### src/rtl/fcbf_pkg.sv
`timescale 1ns / 1ps
// ----------------------------------------------------------------------------
// fcbf_pkg: shared types and constants for the byte FIFO core
// Widths, operation codes, controller state and command bundle.
// ----------------------------------------------------------------------------
package fcbf_pkg;

    // Ring depth; must be a power of two so pointer wrap is a plain truncation.
    localparam int MAX_CAPACITY = 1024;
    localparam int PTR_W        = $clog2(MAX_CAPACITY);
    localparam int CNT_W        = 11;
    localparam int CAP_RESET    = 1024;
    localparam int MODE_W       = 3;
    localparam int BYTE_W       = 8;
    localparam int TOTAL_W      = 32;

    localparam int S_TDATA_W = 24;  // data_byte, amount, zero pad
    localparam int S_TUSER_W = MODE_W;
    localparam int M_TDATA_W = 96;
    localparam int M_TUSER_W = 1;

    typedef enum logic [MODE_W-1:0] {
        MODE_WRITE   = 3'd0,
        MODE_READ    = 3'd1,
        MODE_PEEK    = 3'd2,
        MODE_DISCARD = 3'd3,
        MODE_CLOSE   = 3'd4
    } mode_t;

    typedef enum logic [1:0] {
        ST_IDLE = 2'b01,
        ST_EXEC = 2'b10
    } state_t;

    typedef struct packed {
        logic load;    // latch input transfer, launch ring read
        logic commit;  // apply state update, load result register
    } cmd_t;

endpackage

### src/rtl/fcbf_ctrl.sv
`timescale 1ns / 1ps
// ----------------------------------------------------------------------------
// fcbf_ctrl: sequencing controller
// Two-state machine: take a transfer, then commit it once the result
// register is free. Owns the result-valid flag.
// ----------------------------------------------------------------------------
module fcbf_ctrl (
    input  logic          aclk,
    input  logic          aresetn,
    input  logic          s_tvalid,
    output logic          s_tready,
    input  logic          m_tready,
    output logic          m_tvalid,
    output fcbf_pkg::cmd_t cmd
);
    import fcbf_pkg::*;

    state_t state_reg, state_next;
    logic   m_valid_reg, m_valid_next;
    logic   out_free;

    assign s_tready   = (state_reg == ST_IDLE);
    assign out_free   = !m_valid_reg || m_tready;
    assign cmd.load   = s_tvalid && s_tready;
    assign cmd.commit = (state_reg == ST_EXEC) && out_free;
    assign m_tvalid   = m_valid_reg;

    always_comb begin
        state_next = state_reg;
        case (state_reg)
            ST_IDLE: begin
                if (cmd.load) state_next = ST_EXEC;
            end
            ST_EXEC: begin
                if (cmd.commit) state_next = ST_IDLE;
            end
            default: state_next = ST_IDLE;
        endcase
    end

    always_comb begin
        m_valid_next = m_valid_reg;
        if (cmd.commit)    m_valid_next = 1'b1;
        else if (m_tready) m_valid_next = 1'b0;
    end

    always_ff @(posedge aclk) begin
        if (!aresetn) begin
            state_reg   <= ST_IDLE;
            m_valid_reg <= 1'b0;
        end else begin
            state_reg   <= state_next;
            m_valid_reg <= m_valid_next;
        end
    end

endmodule

### config.mk
export PLATFORM = sky130hd
export DESIGN_NAME = fcbf_ctrl
export DESIGN_NICKNAME = d
export VERILOG_FILES = /design/src/rtl/fcbf_pkg.sv /design/src/rtl/fcbf_ctrl.sv
export SDC_FILE = /design/constraint.sdc
export NUM_CORES = 1
export LEC_CHECK = 0
export BUFFER_PORTS_ARGS = -buffer_cell sky130_fd_sc_hd__buf_2
export CAP_MARGIN = 20
export CORE_AREA = 4 4 41 43
export DETAILED_ROUTE_END_ITERATION = 16
export DIE_AREA = 0 0 45 47
export PLACE_DENSITY = 0.37
export SETUP_SLACK_MARGIN = 0.4
export SYNTH_ARGS = -nofsm -noshare
export SYNTH_HDL_FRONTEND = slang
export SYNTH_SLANG_ARGS = --single-unit
### constraint.sdc
create_clock -name aclk -period 1.9 [get_ports aclk]
set_input_delay 0.475 -clock aclk [delete_from_list [all_inputs] [get_ports aclk]]
set_output_delay 0.475 -clock aclk [all_outputs]
set_load 0.03 [all_outputs]
==> summary.txt <==
Status
  • Outcome: finished, final reports clean

STA
  • Final Max Tran Viols: 0
  • Final hold slack: 0.4459 ns
  • Final worst path period need: 1.485 ns
  • Fin. Hold Viols: 0
  • RSZ-0062 raised after global routing: yes
  • Final worst-path cycle share: 78.16%
  • Relative slew slack: 89.67%
  • Worst-Margin Slew: 0.1561 ns
  • Final setup violation count: 0
  • TNS Setup: 0 ns
  • Clock skew: 0.005714 ns
  • Fmax: 0.6733 GHz

Cells and area
  • Final net count: 28
  • Max reg flops: 2
  • N_diodes: 0
  • Non-Filler Instances: 38
  • Layout cell share with drive strength beyond 1: 60.87%
  • Area growth from synthesis to layout: 71.03%
  • Post-route cell area: 229.0 um2
  • Fillers: 154

CTS
  • Clock tree buffer depth: 2
  • CTS root buffer: clkbuf_4
  • Inserted Clock Buffers: 3
  • Worst-Skew Late Latency: 0.23 ns
  • Reg clk slew, reported paths: 0.04 ns
  • H-tree level count: 1
  • CTS Sinks: 3
  • TritonCTS clock tree: built
  • Setup bufs post-CTS: 0
  • Hold buffer count at cts: 0

Route
  • Top Metal Used: met3
  • WL/cell: 8.553 um
  • Initial drt markers: 0
  • M1 WL: 169 um
  • Via count: 119
  • Final WL: 325 um
  • Antenna Nets Post-Route: 0
  • Drt pass-1 iters: 1
  • DR WL met2: 123 um
  • # DRC: 0
  • DR vias/cell: 3.132
  • Met3 WL post-DR: 33 um

Synthesis
  • Yosys warns: 0
  • Number of synthesized register bits: 3
  • Register area share after synthesis: 44.86%
  • Cell variety after synth: 9
  • Synth Area per Inst: 10.30 um2
  • Mapped Cells: 13
  • Post-Syn Area: 133.9 um2
  • Syn_nets: 17

Global routing
  • Vias in the first global route: 128
  • Total GRT Usage: 3.391%
  • Gr ovfl total: 0
  • Initial antenna violation count: 0
  • Largest net degree at the start of global routing: 5
  • First-pass GRT wire length: 462 um

Pwr
  • Clock power frac: 52.6%
  • Combinational fraction of design power: 14.5%
  • Pleak: 0.1051 nW
  • Switching power: 0.00005165 W
  • Internal Power: 0.0001591 W
  • Worst VDD drop: 0.5458 mV
  • Sequential Power Share: 32.9%
  • Net Sw Frac: 24.51%
  • PwrDens: 920.3 nW/um2

Die
  • Die height: 47 um
  • Row count: 13
  • Core area: 1301 um2
  • Die Area: 2115 um2
  • I/O pins: 8
  • DIE WIDTH: 45 um
  • Starting Density: 10.29%

Worst setup path
  • Crit path capture type: primary output
  • CP required: 1.42 ns
  • Reg2Reg Setup Slack: 1.03 ns
  • Startpoint types: primary input
  • Crit Path Max Fanout: 2
  • Kind of critical path: in2out
  • Arrival @ worst endpoint: 1.01 ns

Placement
  • Placed Area: 180.2 um2
  • Gpl congestion: 0.5364
  • Hpwl dp: 232.9 um
  • IO buf count: 7
  • Cells after DPL: 34

Hold path
  • HP Class: in2reg

Flow run
  • Maxcap violations: 0
[Yosys cell counts (all sizes together)]
master | count | area (um2)
dfxtp | 3 | 60.06
nand2b | 2 | 12.51
nor2b | 2 | 12.51
a21boi | 1 | 7.510
and3b | 1 | 8.760
and4bb | 1 | 12.51
buf | 1 | 7.510
o21a | 1 | 7.510
o21ai | 1 | 5.000
[kinds of logic (layout without fill, tap and decap cells)]
family,after synthesis,count (layout),synth area share (%)
AND/OR/NAND/NOR,6,6,34.58
AO/OA/AOI/OAI,3,3,14.95
flip-flops,3,3,44.86
buffers and inverters,1,11,5.610
[layer usage]
layer	GRT usage, %	vias up
met5	0	-
met4	1.754	0
met3	3.448	0
met2	4.237	8
met1	3.620	48
li1	-	63
[layout make-up]
cell class | count | area, um2 | share of cell area, %
well taps | 15 | 18.77 | 8.197
repair buffers | 7 | 43.79 | 19.13
clock buffers | 4 | 26.28 | 11.48
flip-flops and latches | 3 | 65.06 | 28.42
multi-input cells | 9 | 75.07 | 32.79
[layout by cell type, fill, tap and decap left out, drive strengths merged]
| master | instances |
|---|---|
| dfxtp | 3 |
| buf | 7 |
| nor2b | 2 |
| a21boi | 1 |
| o21a | 1 |
| clkbuf | 4 |
| and4bb | 1 |
| nand2b | 2 |
| o21ai | 1 |
| and3b | 1 |
[power by group through the flow]
stage                     Combinational [W]  Clock (W)  Sequential [W]
final                             0.0000305   0.000111       0.0000694
after global routing              0.0000327   0.000124       0.0000701
after CTS                         0.0000279   0.000114       0.0000687
after detailed placement          0.0000262          0       0.0000696
after global placement            0.0000259          0       0.0000697
after floorplan                   0.0000173          0       0.0000698
[per-stage QoR]
| stage | setup WS, ns | util, % | power (W) |
|---|---|---|---|
| after floorplan | 0.5339 | - | 0.00008708 |
| after global placement | 0.4051 | 13.85 | 0.00009565 |
| after detailed placement | 0.4009 | 13.85 | 0.00009583 |
| after CTS | 0.4052 | 16.25 | 0.0002108 |
| after global routing | 0.3952 | 17.60 | 0.0002263 |
| final | 0.4149 | 17.60 | 0.0002107 |
[critical path, stage by stage]
cell	delay [ns]
buf_2	0.10
nand2b_1	0.14
nor2b_1	0.13
buf_4	0.16
[repair_timing]
action,in CTS,in global routing
gates cloned,0,0
resized for setup,2,6
setup endpoints to repair,2,3
[worst paths after layout]
check / startpoint / depth (start not counted) / to
max reg2reg: state_reg[1] / 2 / state_reg[1]
max: m_tready / 4 / cmd[0]
min: aresetn / 2 / state_reg[0]
min reg2reg: m_tvalid / 2 / m_tvalid
(Power assumes the default switching activity.)
